$ cat config.mk
export PLATFORM = sky130hd
export DESIGN_NAME = ftc_sat_add
export DESIGN_NICKNAME = d
export VERILOG_FILES = /design/src/rtl/core/tcp_flow_counter_table_defines.svh /design/src/rtl/core/ftc_pkg.sv /design/src/rtl/core/ftc_sat_add.sv
export SDC_FILE = /design/constraint.sdc
export NUM_CORES = 1
export LEC_CHECK = 0
export ABC_AREA = 1
export BUFFER_PORTS_ARGS = -buffer_cell sky130_fd_sc_hd__buf_2
export CAP_MARGIN = 20
export CORE_ASPECT_RATIO = 1.75
export CORE_MARGIN = 2
export CORE_UTILIZATION = 49
export DETAILED_ROUTE_END_ITERATION = 6
export PLACE_DENSITY = 0.81
export SYNTH_ARGS = -nofsm -noshare
export SYNTH_HDL_FRONTEND = slang
export SYNTH_SLANG_ARGS = --single-unit
$ cat constraint.sdc
create_clock -name vclk -period 2.04
set_input_delay 0.306 -clock vclk [all_inputs]
set_output_delay 0.306 -clock vclk [all_outputs]
set_load 0.05 [all_outputs]
$ cat src/rtl/core/tcp_flow_counter_table_defines.svh
// ----------------------------------------------------------------------------
// Flow counter table assertion macros
// Concurrent assertion wrappers shared by the flow table RTL.
// ----------------------------------------------------------------------------
`ifndef TCP_FLOW_COUNTER_TABLE_DEFINES_SVH
`define TCP_FLOW_COUNTER_TABLE_DEFINES_SVH

// Same-cycle implication, disabled while reset is asserted.
`define FTC_ASSERT_NOW(lbl, clk, rst_n, ante, cons, msg) \
  lbl: assert property (@(posedge clk) disable iff (!(rst_n)) (ante) |-> (cons)) \
    else $error(msg);

// Next-cycle implication, disabled while reset is asserted.
`define FTC_ASSERT_NEXT(lbl, clk, rst_n, ante, cons, msg) \
  lbl: assert property (@(posedge clk) disable iff (!(rst_n)) (ante) |=> (cons)) \
    else $error(msg);

`endif

$ cat src/rtl/core/ftc_pkg.sv
// ----------------------------------------------------------------------------
// Flow counter table package
// Shared types and constants of the flow table.
// ----------------------------------------------------------------------------
package ftc_pkg;

  localparam int CNT_W = 32;
  localparam int LEN_W = 17;
  localparam int IDX_OUT_W = 6;

  typedef struct packed {
    logic [15:0] dst_port;
    logic [15:0] src_port;
    logic [31:0] dst_addr;
    logic [31:0] src_addr;
  } key_t;

  typedef struct packed {
    key_t             key;
    logic [CNT_W-1:0] pkts;
    logic [CNT_W-1:0] bytes;
  } entry_t;

  typedef enum logic [1:0] {
    STATUS_UPDATED = 2'd0,
    STATUS_NEW     = 2'd1,
    STATUS_DROPPED = 2'd2
  } status_t;

endpackage

$ cat src/rtl/core/ftc_sat_add.sv
// ----------------------------------------------------------------------------
// Saturating counter adder
// Shared 32-bit adder that clamps at the all-ones value on overflow.
// ----------------------------------------------------------------------------
module ftc_sat_add (
  input  logic [ftc_pkg::CNT_W-1:0] a,
  input  logic [ftc_pkg::CNT_W-1:0] b,
  output logic [ftc_pkg::CNT_W-1:0] sum
);
  import ftc_pkg::*;

  logic [CNT_W:0] raw;

  assign raw = {1'b0, a} + {1'b0, b};
  assign sum = raw[CNT_W] ? {CNT_W{1'b1}} : raw[CNT_W-1:0];

endmodule
==> run_results.csv <==
group,metric,value,unit
finish,mostFrequentLayoutCell,"nand2_1",
synthesis,synth_area_per_cell,4.861,µm²
setup_path,path_class,"in2out",
finish,clkbuf_count,0,
finish,multi_input_area,0.002729,mm²
global_route,grt_pass1_vias,4656,
sta,finalHoldViolations,0,
setup_path,critPathMaxFanout,6,
setup_path,worst-path-buf-inv,4,
finish,nFillCells,328,
sta,min_period,2.552,ns
die,io_pins,96,
synthesis,netlist_instances,575,
synthesis,synth_area,0.002795,mm²
sta,max_freq,0.3919,GHz
sta,fin_ws,-0.5119,ns
synthesis,netlist_top_cells_area,"nand2_1 33%, inv_1 17%, ha_1 14%",
setup_path,crit_path_cell_trace,"buf_6 -> ha_4 -> fa_2 -> nand3_2 -> nand3_2 -> nand2_2 -> nand2_2 -> nand2_2 -> nand2_2 -> a21oi_4 -> buf_6 -> buf_12 -> nand3_4 -> buf_8",
die,die_height,103.9,µm
setup_path,crit_path_max_incr_delay,0.41,ns
setup_path,crit_path_start,"b[0]",
finish,nets,860,
setup_path,critPathCaptureType,"output pin",
min_path,hp-start,"a[0]",
setup_path,crit_top_cell,"nand2_2",
die,fp-row-count,36,
route,drt_iter0_drc,349,
route,drtAntennaViolNets,0,
sta,rsz0062_at_grt,"true",
power_and_ir_drop,seqPwrFrac,0,%
route,drt_pass1_iterations,7,
power_and_ir_drop,power_density,480.4,mW/mm²
sta,worst_slew_pin_slew,0.3277,ns
finish,synthToLayoutAreaGrowth,74.89,%
run_status,violations,"DRC, setup timing",
synthesis,synth_top_area_cell,"nand2_1",
global_route,grt_usage,45.10,%
placement,gp_congestion,0.9676,
synthesis,synth_cell_types,22,
power_and_ir_drop,net-switching-power,1409,µW
setup_path,required,1.73,ns
setup_path,path_depth,14,
route,dr_total_vias,4595,
finish,seq_area,0,µm²
run,cap_viol_max_count,0,
power_and_ir_drop,ir_worst_vdd,0.3209,mV
placement,port_buffers,96,
route,drt-total-wl,14420,µm
global_route,grt_max_degree,10,
finish,n_antenna_cell,0,
placement,hpwlAfterDp,9419,µm
synthesis,synth_top_area_share,32.90,%
synthesis,synthesis.nets,672,
route,wl_per_cell,17.23,µm
finish,final_cell_mix,"217 x nand2_1, 129 x inv_1, 84 x buf_4",
setup_path,cp-endpoint,"sum[18]",
die,die_x,61.10,µm
route,drc,1,
die,initial_core_util,50.45,%
power_and_ir_drop,combPwrFrac,100.0,%
die,dieArea,0.006349,mm²
min_path,hold_class,"in2out",
sta,setup_tns,-14.08,ns
setup_path,critical_path_arrival,2.25,ns
route,routed_via_density,5.490,
power_and_ir_drop,internal_power,939.8,µW
sta,holdWs,1.060,ns
setup_path,cpLargestDelayFamily,"buffers and inverters",
synthesis,seq_area_frac_synth,0,%
setup_path,crit_slowest_cell,"fa_2",
power_and_ir_drop,leakage,0.003010,µW
global_route,grt_pass1_wl,21720,µm
sta,relSlewSlack,77.99,%
die,core,0.005540,mm²
setup_path,crit_path_start_kind,"input pin",
global_route,antenna_found_initial,0,
sta,finalMaxSlewViolations,0,
power_and_ir_drop,p_sw_share,59.98,%
finish,nFlopsAndLatches,0,
sta,finalSetupViolations,32,
synthesis,ys_warn_count,0,
finish,drive_gt1_share,37.32,%
sta,min_period_over_period,125.1,%
global_route,grt_remaining_overflow,0,
run_status,status,"complete, but fails checks",
power_and_ir_drop,p_clk_share,0,%
==> metal layers <==
metal | track usage [%] | vias up | part of all wire, %
met5 | 0 | - | 0
li1 | - | 2103 | -
met3 | 22.64 | 146 | 8.0
met4 | 36.49 | 0 | 13
met2 | 74.24 | 326 | 49
met1 | 37.52 | 2020 | 30
==> kinds of logic (layout without fill, tap and decap cells) <==
kind of cell | Yosys count | in the layout | share of synthesized area [%]
AOI/OAI and AO/OA | 22 | 22 | 4.924
xor gates and xnor gates | 14 | 14 | 4.387
adders and majority gates | 33 | 33 | 15.04
buffers and inverters | 145 | 331 | 20.28
and+or+nand+nor | 361 | 361 | 55.37
==> power groups by stage <==
stage	clock, µW	combinational [µW]	sequential (µW)
4_1_cts	0	2180	0
5_1_grt	0	2490	0
3_3_place_gp	0	1800	0
6_report	0	2350	0
3_5_place_dp	0	1830	0
2_1_floorplan	0	1280	0
==> cells in the mapped netlist, drive strengths merged <==
cell type,instances
a21o,2
a21oi,19
and2,7
and3,2
buf,3
clkinv,1
fa,1
ha,32
inv,141
nand2,249
nand3,52
nand4,8
nor2,35
nor3,8
o21ai,1
xor2,14
==> cell type report <==
class / instances / area share (%)
timing repair buffer: 189 / 31.33
tap: 76 / 1.945
inverter: 142 / 10.90
multi-input combinational: 430 / 55.82
==> repair_timing <==
item                                    in CTS  in global routing
pin swaps                                   11                  7
endpoints found under the setup margin      32                 32
buffers inserted                             6                  3
resized for setup                           96                 34
hold buffers                                 0                  0
cloned                                       3                  1
==> worst min path at each step <==
stage / slack [ns] / to / cells after the start
after floorplan: 0.90 / sum[0] / 3
after global placement: 1.17 / sum[0] / 5
after detailed placement: 1.18 / sum[0] / 5
after CTS: 1.05 / sum[0] / 5
after global routing: 1.07 / sum[0] / 5
final: 1.06 / sum[0] / 5
==> stage by stage <==
stage	instances	utilization, %	instance area (µm²)	worst slack (ns)	power (µW)
after global routing	837	88.23	4888	-0.6523	2486
after floorplan	575	-	3090	-0.2221	1285
final	837	88.23	4888	-0.5119	2349
after global placement	826	76.51	4239	-0.4273	1796
after CTS	835	85.86	4757	-0.3295	2178
after detailed placement	826	76.51	4239	-0.4652	1833
==> tightest hold or removal path: cells and delay by family <==
| family | cells | cell delay, ns |
|---|---|---|
| fa+ha+maj | 1 | 0.11 |
| buf+inv | 3 | 0.26 |
| simple gates | 1 | 0.06 |
No activity file was read; power rests on OpenSTA's default activity.
