[src/rtl/core/tcp_flow_counter_table_defines.svh]
// ----------------------------------------------------------------------------
// Flow counter table assertion macros
// Concurrent assertion wrappers shared by the flow table RTL.
// ----------------------------------------------------------------------------
`ifndef TCP_FLOW_COUNTER_TABLE_DEFINES_SVH
`define TCP_FLOW_COUNTER_TABLE_DEFINES_SVH

// Same-cycle implication, disabled while reset is asserted.
`define FTC_ASSERT_NOW(lbl, clk, rst_n, ante, cons, msg) \
  lbl: assert property (@(posedge clk) disable iff (!(rst_n)) (ante) |-> (cons)) \
    else $error(msg);

// Next-cycle implication, disabled while reset is asserted.
`define FTC_ASSERT_NEXT(lbl, clk, rst_n, ante, cons, msg) \
  lbl: assert property (@(posedge clk) disable iff (!(rst_n)) (ante) |=> (cons)) \
    else $error(msg);

`endif

[src/rtl/core/ftc_ram.sv]
// ----------------------------------------------------------------------------
// Generic single-port-write RAM
// One write port and one read port with registered read data.
// ----------------------------------------------------------------------------
module ftc_ram #(
  parameter int WIDTH  = 8,
  parameter int DEPTH  = 64,
  parameter int ADDR_W = (DEPTH > 1) ? $clog2(DEPTH) : 1
) (
  input  logic              clk,
  input  logic              we,
  input  logic [ADDR_W-1:0] waddr,
  input  logic [WIDTH-1:0]  wdata,
  input  logic              re,
  input  logic [ADDR_W-1:0] raddr,
  output logic [WIDTH-1:0]  rdata
);

  logic [WIDTH-1:0] mem [DEPTH];

  always_ff @(posedge clk) begin
    if (we) begin
      mem[waddr] <= wdata;
    end
    if (re) begin
      rdata <= mem[raddr];
    end
  end

endmodule

[config.mk]
export PLATFORM = sky130hd
export DESIGN_NAME = ftc_ram
export DESIGN_NICKNAME = d
export VERILOG_FILES = /design/src/rtl/core/tcp_flow_counter_table_defines.svh /design/src/rtl/core/ftc_ram.sv
export SDC_FILE = /design/constraint.sdc
export NUM_CORES = 1
export LEC_CHECK = 0
export ABC_AREA = 1
export BUFFER_PORTS_ARGS = -buffer_cell sky130_fd_sc_hd__buf_2
export CORE_ASPECT_RATIO = 1.1
export CORE_MARGIN = 10
export CORE_UTILIZATION = 42
export CTS_CLUSTER_DIAMETER = 40
export CTS_CLUSTER_SIZE = 40
export DETAILED_ROUTE_END_ITERATION = 7
export HOLD_SLACK_MARGIN = 0.12
export SLEW_MARGIN = 20
export SYNTH_ARGS = -nofsm -noshare
export SYNTH_HDL_FRONTEND = slang
export SYNTH_SLANG_ARGS = --single-unit
export TNS_END_PERCENT = 1
[constraint.sdc]
create_clock -name clk -period 2.25 [get_ports clk]
set_clock_uncertainty 0.2 [all_clocks]
set_input_delay 0.225 -clock clk [delete_from_list [all_inputs] [get_ports clk]]
set_output_delay 0.225 -clock clk [all_outputs]
set_load 0.05 [all_outputs]
==> report_table.html, run 1 <==
<table>
<tr><th>Metric</th><th>Value</th></tr>
<tr><th colspan="2">Status</th></tr>
<tr><td>Status</td><td>finished, final reports clean</td></tr>
<tr><th colspan="2">Pwr</th></tr>
<tr><td>Max rail drop VDD</td><td>0.000561 V</td></tr>
<tr><td>Sw Share</td><td>23.4%</td></tr>
<tr><td>Portion of total power attributed to combinational logic</td><td>about 6.2%</td></tr>
<tr><td>Leakage power</td><td>roughly 0.0092 uW</td></tr>
<tr><td>Internal power</td><td>17000 uW</td></tr>
<tr><td>Part of the power in the clock network</td><td>about 45%</td></tr>
<tr><td>Fraction of power consumed by sequential logic</td><td>48.6%</td></tr>
<tr><td>Total power per unit cell area</td><td>around 880 nW/um2</td></tr>
<tr><td>Net load switching power</td><td>approximately 5200 uW</td></tr>
<tr><th colspan="2">Floorplan</th></tr>
<tr><td>I/O pins</td><td>31</td></tr>
<tr><td>Floorplan die height</td><td>between 200 and 300 um</td></tr>
<tr><td>Full die area</td><td>60400 um2</td></tr>
<tr><td>Core box area</td><td>approximately 50000 um2</td></tr>
<tr><td>Initial cell density of the core</td><td>42.6%</td></tr>
<tr><td>DIE WIDTH</td><td>235 um</td></tr>
<tr><td>Cell Rows</td><td>86</td></tr>
<tr><th colspan="2">CTS</th></tr>
<tr><td>CTS root buffer</td><td>clkbuf_16</td></tr>
<tr><td>TritonCTS clock tree</td><td>done</td></tr>
<tr><td>Maximum level of the CTS H-tree</td><td>3</td></tr>
<tr><td>Number of buffers created by CTS</td><td>between 60 and 70</td></tr>
<tr><td>Total number of clock tree sinks</td><td>520</td></tr>
<tr><td>Clock transition at the registers of the reported paths</td><td>60 ps</td></tr>
<tr><td>Bufs on Longest Clock Path</td><td>3</td></tr>
<tr><td>Insertion delay to the later sink of the worst-skew pair</td><td>600 ps</td></tr>
<tr><th colspan="2">Worst setup path</th></tr>
<tr><td>Beginning of the worst register-to-register path</td><td>mem[59][5]</td></tr>
<tr><td>CP Max Fanout</td><td>17</td></tr>
<tr><td>Arrival time of data at the critical path endpoint</td><td>2330 ps</td></tr>
<tr><td>Startpoint kind of the worst setup timing path</td><td>input pin</td></tr>
<tr><td>Type of the setup path with the least slack</td><td>in2reg</td></tr>
<tr><td>Endpoint of the worst-slack reg-to-reg timing path</td><td>rdata[5]</td></tr>
<tr><td>Worst setup path endpoint</td><td>rdata[5]</td></tr>
<tr><td>Reg2Reg Setup Slack</td><td>180 ps</td></tr>
<tr><td>Depth of the worst register-to-register path</td><td>9</td></tr>
<tr><td>Launch point of the critical path</td><td>raddr[4]</td></tr>
<tr><td>Data required time at the worst endpoint</td><td>2510 ps</td></tr>
<tr><td>Nature of the critical path endpoint</td><td>flop</td></tr>
<tr><th colspan="2">Final layout</th></tr>
<tr><td>Non-Filler Cell Area, Final</td><td>25100 um2</td></tr>
<tr><td>Final net count</td><td>1951</td></tr>
<tr><td>Share of post-route cells with drive strength above 1</td><td>13.0%</td></tr>
<tr><td>Util after Layout</td><td>between 40 and 50%</td></tr>
<tr><td>Most common cell after layout, fill and taps aside</td><td>nand2_1</td></tr>
<tr><td>Filler cell count in the final layout</td><td>around 4300</td></tr>
<tr><td>Post-synthesis to final-layout area growth</td><td>17.0%</td></tr>
<tr><td>Inserted Diodes</td><td>0</td></tr>
<tr><td>Most frequent cells in the layout</td><td>648 x nand2_1, 520 x edfxtp_1, 439 x nand3_1, 100 x buf_4, 69 x clkbuf_16</td></tr>
<tr><th colspan="2">Synth</th></tr>
<tr><td>Synthesized netlist cell count</td><td>1805</td></tr>
<tr><td>Syn_area_per_cell</td><td>11.9 um2</td></tr>
<tr><td>Post-synthesis sequential area ratio</td><td>72.9%</td></tr>
<tr><td>Number of storage elements in the synthesis netlist</td><td>520</td></tr>
<tr><td>Number of unique standard cell types used by synthesis</td><td>15</td></tr>
<tr><td>Yosys Warn Count</td><td>0</td></tr>
<tr><td>Mapped Nets</td><td>1828</td></tr>
<tr><td>Post-synthesis cell area</td><td>~21000 um2</td></tr>
<tr><th colspan="2">Drt</th></tr>
<tr><td>Mean routed wirelength per cell</td><td>20.5 um</td></tr>
<tr><td>Initial DRT Pass Iterations</td><td>5</td></tr>
<tr><td>Mean number of vias per cell</td><td>approximately 5.4</td></tr>
<tr><td>Starting DRT DRC Count</td><td>approximately 1400</td></tr>
<tr><td>Wire length reported by the detailed router</td><td>about 54000 um</td></tr>
<tr><td>Vias</td><td>14161</td></tr>
<tr><td>Number of nets still failing antenna checks after routing</td><td>0</td></tr>
<tr><td>Drc violations</td><td>0</td></tr>
<tr><th colspan="2">Run</th></tr>
<tr><td>Number of max-cap violations</td><td>0</td></tr>
<tr><th colspan="2">STA</th></tr>
<tr><td>Share of the clock period used by the worst path</td><td>92.0%</td></tr>
<tr><td>Final critical path time including I/O delays and setup</td><td>approximately 2100 ps</td></tr>
<tr><td>Fmax achieved</td><td>0.483 GHz</td></tr>
<tr><td>Final count of pins violating max slew</td><td>0</td></tr>
<tr><td>RSZ-0062 raised after global routing</td><td>false</td></tr>
<tr><td>Final hold violations</td><td>0</td></tr>
<tr><td>Worst slew slack as a fraction of its limit</td><td>48.6%</td></tr>
<tr><td>Setup tns final</td><td>0 ps</td></tr>
<tr><td>Transition time at the pin with the least slew margin</td><td>771 ps</td></tr>
<tr><td>Final setup violation count</td><td>0</td></tr>
<tr><th colspan="2">Min path</th></tr>
<tr><td>Min-Delay Startpoint</td><td>waddr[3]</td></tr>
<tr><td>Worst hold path type</td><td>in2reg</td></tr>
<tr><th colspan="2">Global routing</th></tr>
<tr><td>Global-route wire length before repair</td><td>83500 um</td></tr>
<tr><td>Total gr overflow</td><td>0</td></tr>
<tr><td>Number of global-route vias before repair</td><td>14033</td></tr>
<tr><td>Largest net degree at the start of global routing</td><td>65</td></tr>
<tr><td>Antenna violations before repair</td><td>1</td></tr>
<tr><td>Total routing usage reported by global routing</td><td>between 10% and 20%</td></tr>
<tr><th colspan="2">Place</th></tr>
<tr><td>Placement-stage cell area</td><td>22800 um2</td></tr>
<tr><td>Global placement routability congestion</td><td>between 0.8 and 0.9</td></tr>
<tr><td>Placed wire-length estimate</td><td>32000 um</td></tr>
<tr><td>Number of buffers inserted by port buffering</td><td>30</td></tr>
</table>
state kept, by name (all words and copies together) (netlist names):
register and cells:
mem 512, rdata 8
synth_stat cells, drive strengths merged:
cell type  instances  area, um2
nand2            648       2430
edfxtp           520      15600
nand3            439       2200
buf               98        752
nor2              56        210
clkbuf            15       56.3
inv               12       50.1
nand4              9       56.3
nor4               8       50.1
metrics by stage:
stage	hold slack (ps)	instances	setup slack (ps)	power [uW]
2_1_floorplan	124	1805	58.9	11800
3_3_place_gp	411	2501	165	12300
3_5_place_dp	416	2501	157	12300
4_1_cts	135	2635	39.9	22300
5_1_grt	170	2638	41.7	22900
6_report	153	2638	180	22200
per-layer routing:
layer	vias to the layer above	track usage (%)	routed length, um
met4	2	6.65	1450
li1	6622	-	-
met2	468	28.6	25600
met3	90	3.23	3330
met5	-	0	7
met1	6979	23.5	23600
cell type report:
class / count / area (um2) / area share, %
multi-input combinational: 1160 / 4950 / 19.7
inverter: 12 / 56.3 / 0.225
timing repair buffer: 168 / 1520 / 6.08
clock inverter: 42 / 339 / 1.35
clock buffer: 76 / 1750 / 7.00
sequential: 520 / 15600 / 62.3
tap: 660 / 826 / 3.30
critical path, cell delays in order:
cell and delay (ps):
dlygate4sd3_1 580, buf_2 400, clkinvlp_4 140, buf_4 190
nand3_1 90, nand3_1 60, dlygate4sd3_1 560, nand2_1 60
repair_timing:
item / CTS / global route
hold endpoints to repair: 441 / 0
setup buffers: 0 / 3
gates resized for setup: 0 / 1
setup endpoints to repair: 0 / 1
hold buffers: 16 / 0
power groups by stage:
stage / Combinational, uW / Sequential [uW] / Clock (uW)
after global placement: 1340 / 11000 / 0
after floorplan: 754 / 11000 / 0
final: 1380 / 10800 / 10000
after global routing: 1510 / 10800 / 10600
after CTS: 1380 / 10800 / 10200
after detailed placement: 1350 / 11000 / 0
worst min path at each step:
stage          depth (start not counted)         end
3_3_place_gp                           1    rdata[7]
4_1_cts                                3  mem[61][4]
3_5_place_dp                           1    rdata[7]
5_1_grt                                2   mem[1][0]
2_1_floorplan                          0   mem[0][0]
6_report                               4   mem[7][7]
cell families after synthesis:
| kind of cell | after synthesis | synth area share [%] |
|---|---|---|
| AND/OR/NAND/NOR | 1160 | 23.1 |
| buffers and inverters | 125 | 4.01 |
| flip-flops | 520 | 72.9 |
Note: power is estimated with default switching activity, not from simulation.
==> run 2: changes to the inputs <==
Settings changed: CTS_CLUSTER_DIAMETER 40 to unset, PLACE_DENSITY_LB_ADDON set to 0.1.
==> run 2 against run 1 <==
Compared with the run above: routed wire length up 6.9%; sequential cell count unchanged; via count down 1.7%; die area unchanged; sequential share of layout area up 0.24 points; cell count down 0.15%; largest cell class unchanged; highest routed layer unchanged.
==> report_table.html, run 2 (same netlist as run 1, synthesis figures left out) <==
<table>
<tr><th>Metric</th><th>Value</th></tr>
<tr><th colspan="2">CTS</th></tr>
<tr><td>Total number of clock tree sinks</td><td>520</td></tr>
<tr><td>Number of buffers added to fix hold violations after cts</td><td>19</td></tr>
<tr><td>TritonCTS clock tree</td><td>done</td></tr>
<tr><td>Bufs on Longest Clock Path</td><td>3</td></tr>
<tr><td>Post-CTS setup buffer count</td><td>0</td></tr>
<tr><td>Insertion delay to the later sink of the worst-skew pair</td><td>roughly 610 ps</td></tr>
<tr><td>CTS root buffer</td><td>clkbuf_16</td></tr>
<tr><td>Number of buffers created by CTS</td><td>55</td></tr>
<tr><td>Clock transition at the registers of the reported paths</td><td>60 ps</td></tr>
<tr><td>Maximum level of the CTS H-tree</td><td>2</td></tr>
<tr><td>Post-CTS resize count</td><td>0</td></tr>
<tr><th colspan="2">Pwr</th></tr>
<tr><td>Fraction of power consumed by sequential logic</td><td>49.8%</td></tr>
<tr><td>Max rail drop VDD</td><td>0.000548 V</td></tr>
<tr><td>Internal power</td><td>16800 uW</td></tr>
<tr><td>Sw Share</td><td>between 20% and 30%</td></tr>
<tr><td>Part of the power in the clock network</td><td>between 40% and 50%</td></tr>
<tr><td>Total power per unit cell area</td><td>867 nW/um2</td></tr>
<tr><td>Portion of total power attributed to combinational logic</td><td>6.6%</td></tr>
<tr><td>Leakage power</td><td>0.00916 uW</td></tr>
<tr><td>Net load switching power</td><td>4820 uW</td></tr>
<tr><th colspan="2">Final layout</th></tr>
<tr><td>Non-Filler Cell Area, Final</td><td>25000 um2</td></tr>
<tr><td>Reg with most FFs</td><td>mem</td></tr>
<tr><td>Most common cell after layout, fill and taps aside</td><td>nand2_1</td></tr>
<tr><td>Most frequent cells in the layout</td><td>648 x nand2_1, 520 x edfxtp_1, 439 x nand3_1, 105 x buf_4</td></tr>
<tr><td>Post-synthesis to final-layout area growth</td><td>16.5%</td></tr>
<tr><td>Filler cell count in the final layout</td><td>roughly 4500</td></tr>
<tr><td>Final net count</td><td>roughly 2000</td></tr>
<tr><td>Share of post-route cells with drive strength above 1</td><td>12.4%</td></tr>
<tr><td>Leading registers by flop count</td><td>mem (512), rdata (8)</td></tr>
<tr><td>Util after Layout</td><td>just under 50%</td></tr>
<tr><td>Max reg flops</td><td>a little over 500</td></tr>
<tr><th colspan="2">Drt</th></tr>
<tr><td>Mean number of vias per cell</td><td>5.28</td></tr>
<tr><td>Wire length reported by the detailed router</td><td>57800 um</td></tr>
<tr><td>Routed wire length on met3</td><td>3020 um</td></tr>
<tr><td>Top layer reached by signal wires</td><td>met5</td></tr>
<tr><td>Initial DRT Pass Iterations</td><td>7</td></tr>
<tr><td>Starting DRT DRC Count</td><td>1155</td></tr>
<tr><td>Routed wire length on met2</td><td>27600 um</td></tr>
<tr><td>Vias</td><td>13916</td></tr>
<tr><td>Mean routed wirelength per cell</td><td>21.9 um</td></tr>
<tr><td>Met1 WL</td><td>25700 um</td></tr>
<tr><td>Drc violations</td><td>0</td></tr>
<tr><td>Number of nets still failing antenna checks after routing</td><td>0</td></tr>
<tr><th colspan="2">Place</th></tr>
<tr><td>Placement-stage cell area</td><td>~23000 um2</td></tr>
<tr><td>Global placement routability congestion</td><td>0.844</td></tr>
<tr><td>Worst slack, placed</td><td>51.0 ps</td></tr>
<tr><td>Number of buffers inserted by port buffering</td><td>30</td></tr>
<tr><td>Placed wire-length estimate</td><td>34200 um</td></tr>
<tr><th colspan="2">Floorplan</th></tr>
<tr><td>DIE WIDTH</td><td>around 240 um</td></tr>
<tr><td>I/O pins</td><td>31</td></tr>
<tr><td>Core box area</td><td>between 50000 and 60000 um2</td></tr>
<tr><td>Full die area</td><td>between 60000 and 70000 um2</td></tr>
<tr><td>Cell Rows</td><td>86</td></tr>
<tr><td>Floorplan die height</td><td>about 260 um</td></tr>
<tr><td>Initial cell density of the core</td><td>~43%</td></tr>
<tr><th colspan="2">Worst setup path</th></tr>
<tr><td>Max incr delay on CP</td><td>just under 600 ps</td></tr>
<tr><td>Data required time at the worst endpoint</td><td>2350 ps</td></tr>
<tr><td>Arrival time of data at the critical path endpoint</td><td>between 2000 and 2500 ps</td></tr>
<tr><td>Type of the setup path with the least slack</td><td>in2reg</td></tr>
<tr><td>Startpoint kind of the worst setup timing path</td><td>input pin</td></tr>
<tr><td>Cell at the slowest stage of the critical path</td><td>dlygate4sd3_1</td></tr>
<tr><td>Nature of the critical path endpoint</td><td>flop</td></tr>
<tr><td>CP Max Fanout</td><td>8</td></tr>
<tr><td>Cell-by-cell trace of the critical path</td><td>dlygate4sd3_1 -&gt; buf_2 -&gt; inv_1 -&gt; nand4_1 -&gt; buf_4 -&gt; nor4_1 -&gt; dlygate4sd3_1 -&gt; buf_4</td></tr>
<tr><th colspan="2">Global routing</th></tr>
<tr><td>Number of global-route vias before repair</td><td>13609</td></tr>
<tr><td>Total routing usage reported by global routing</td><td>18.6%</td></tr>
<tr><td>Largest net degree at the start of global routing</td><td>97</td></tr>
<tr><td>Antenna violations before repair</td><td>2</td></tr>
<tr><td>Global-route wire length before repair</td><td>86300 um</td></tr>
<tr><td>Total gr overflow</td><td>0</td></tr>
<tr><th colspan="2">STA</th></tr>
<tr><td>Share of the clock period used by the worst path</td><td>between 90% and 100%</td></tr>
<tr><td>Final hold violations</td><td>0</td></tr>
<tr><td>Final critical path time including I/O delays and setup</td><td>~2200 ps</td></tr>
<tr><td>Setup tns final</td><td>0 ps</td></tr>
<tr><td>Transition time at the pin with the least slew margin</td><td>790 ps</td></tr>
<tr><td>Fin worst setup slack</td><td>87.0 ps</td></tr>
<tr><td>Final count of pins violating max slew</td><td>0</td></tr>
<tr><td>Hold Worst Slack</td><td>146 ps</td></tr>
<tr><td>RSZ-0062 raised after global routing</td><td>false</td></tr>
<tr><td>Fmax achieved</td><td>approximately 0.46 GHz</td></tr>
<tr><td>Worst slew slack as a fraction of its limit</td><td>47.3%</td></tr>
<tr><td>Final setup violation count</td><td>0</td></tr>
<tr><th colspan="2">Min path</th></tr>
<tr><td>Worst hold path type</td><td>in2reg</td></tr>
<tr><th colspan="2">Run</th></tr>
<tr><td>Number of max-cap violations</td><td>0</td></tr>
<tr><th colspan="2">Status</th></tr>
<tr><td>Status</td><td>finished, final reports clean</td></tr>
</table>
## run 2: cell count changes in the layout (fill, tap and decap cells not counted), moves of 2 or more
cell / change
clkbuf_16: -13
buf_4: +5
dlygate4sd3_1: +3
clkinv_4: -2
clkinv_2: +6
inv_6: -14
buf_12: +2
clkinv_1: +6
clkbuf_1: -2
bufinv_16: +9
inv_8: -2
clkinvlp_4: -3
## run 2: final cells by class
type / count / area (um2) / area share, %
Clock inverter: 42 / 468 / 1.87
Antenna cell: 1 / 2.50 / 0.0100
Sequential cell: 520 / 15600 / 62.6
Clock buffer: 61 / 1420 / 5.69
Inverter: 12 / 52.6 / 0.211
Timing Repair Buffer: 178 / 1630 / 6.54
Multi-Input combinational cell: 1160 / 4950 / 19.8
Tap cell: 660 / 826 / 3.31
## run 2: path summary, 6_finish.rpt
check                  start    endpoint  slack, ps  depth (start not counted)
hold reg to reg   mem[34][2]    rdata[2]        710                          8
setup / recovery    waddr[3]  mem[52][4]         90                          8
setup reg to reg  mem[59][6]    rdata[6]        180                          9
hold / removal            we  mem[57][0]        150                          3
## run 2: worst max-delay path, delay by kind of cell
family / cells / cell delay (ps)
buffers and inverters: 6 / 1770
and+or+nand+nor: 2 / 260
## run 2: power by group through the flow
stage / clock, uW / sequential (uW) / combinational (uW)
5_1_grt: 9980 / 10800 / 1570
6_report: 9450 / 10800 / 1430
3_3_place_gp: 0 / 11000 / 1410
2_1_floorplan: 0 / 11000 / 754
4_1_cts: 9630 / 10800 / 1440
3_5_place_dp: 0 / 11000 / 1410
## run 2: layer usage
| metal | vias to the layer above | global-route usage (%) |
|---|---|---|
| li1 | 6614 | - |
| met1 | 6814 | 25.0 |
| met2 | 397 | 30.5 |
| met3 | 89 | 2.95 |
| met4 | 2 | 5.86 |
| met5 | - | 0 |
## run 2: metrics by stage
stage          instances  power, uW
4_1_cts             2633      21800
6_report            2634      21700
5_1_grt             2634      22300
3_5_place_dp        2511      12400
3_3_place_gp        2511      12400
2_1_floorplan       1805      11800
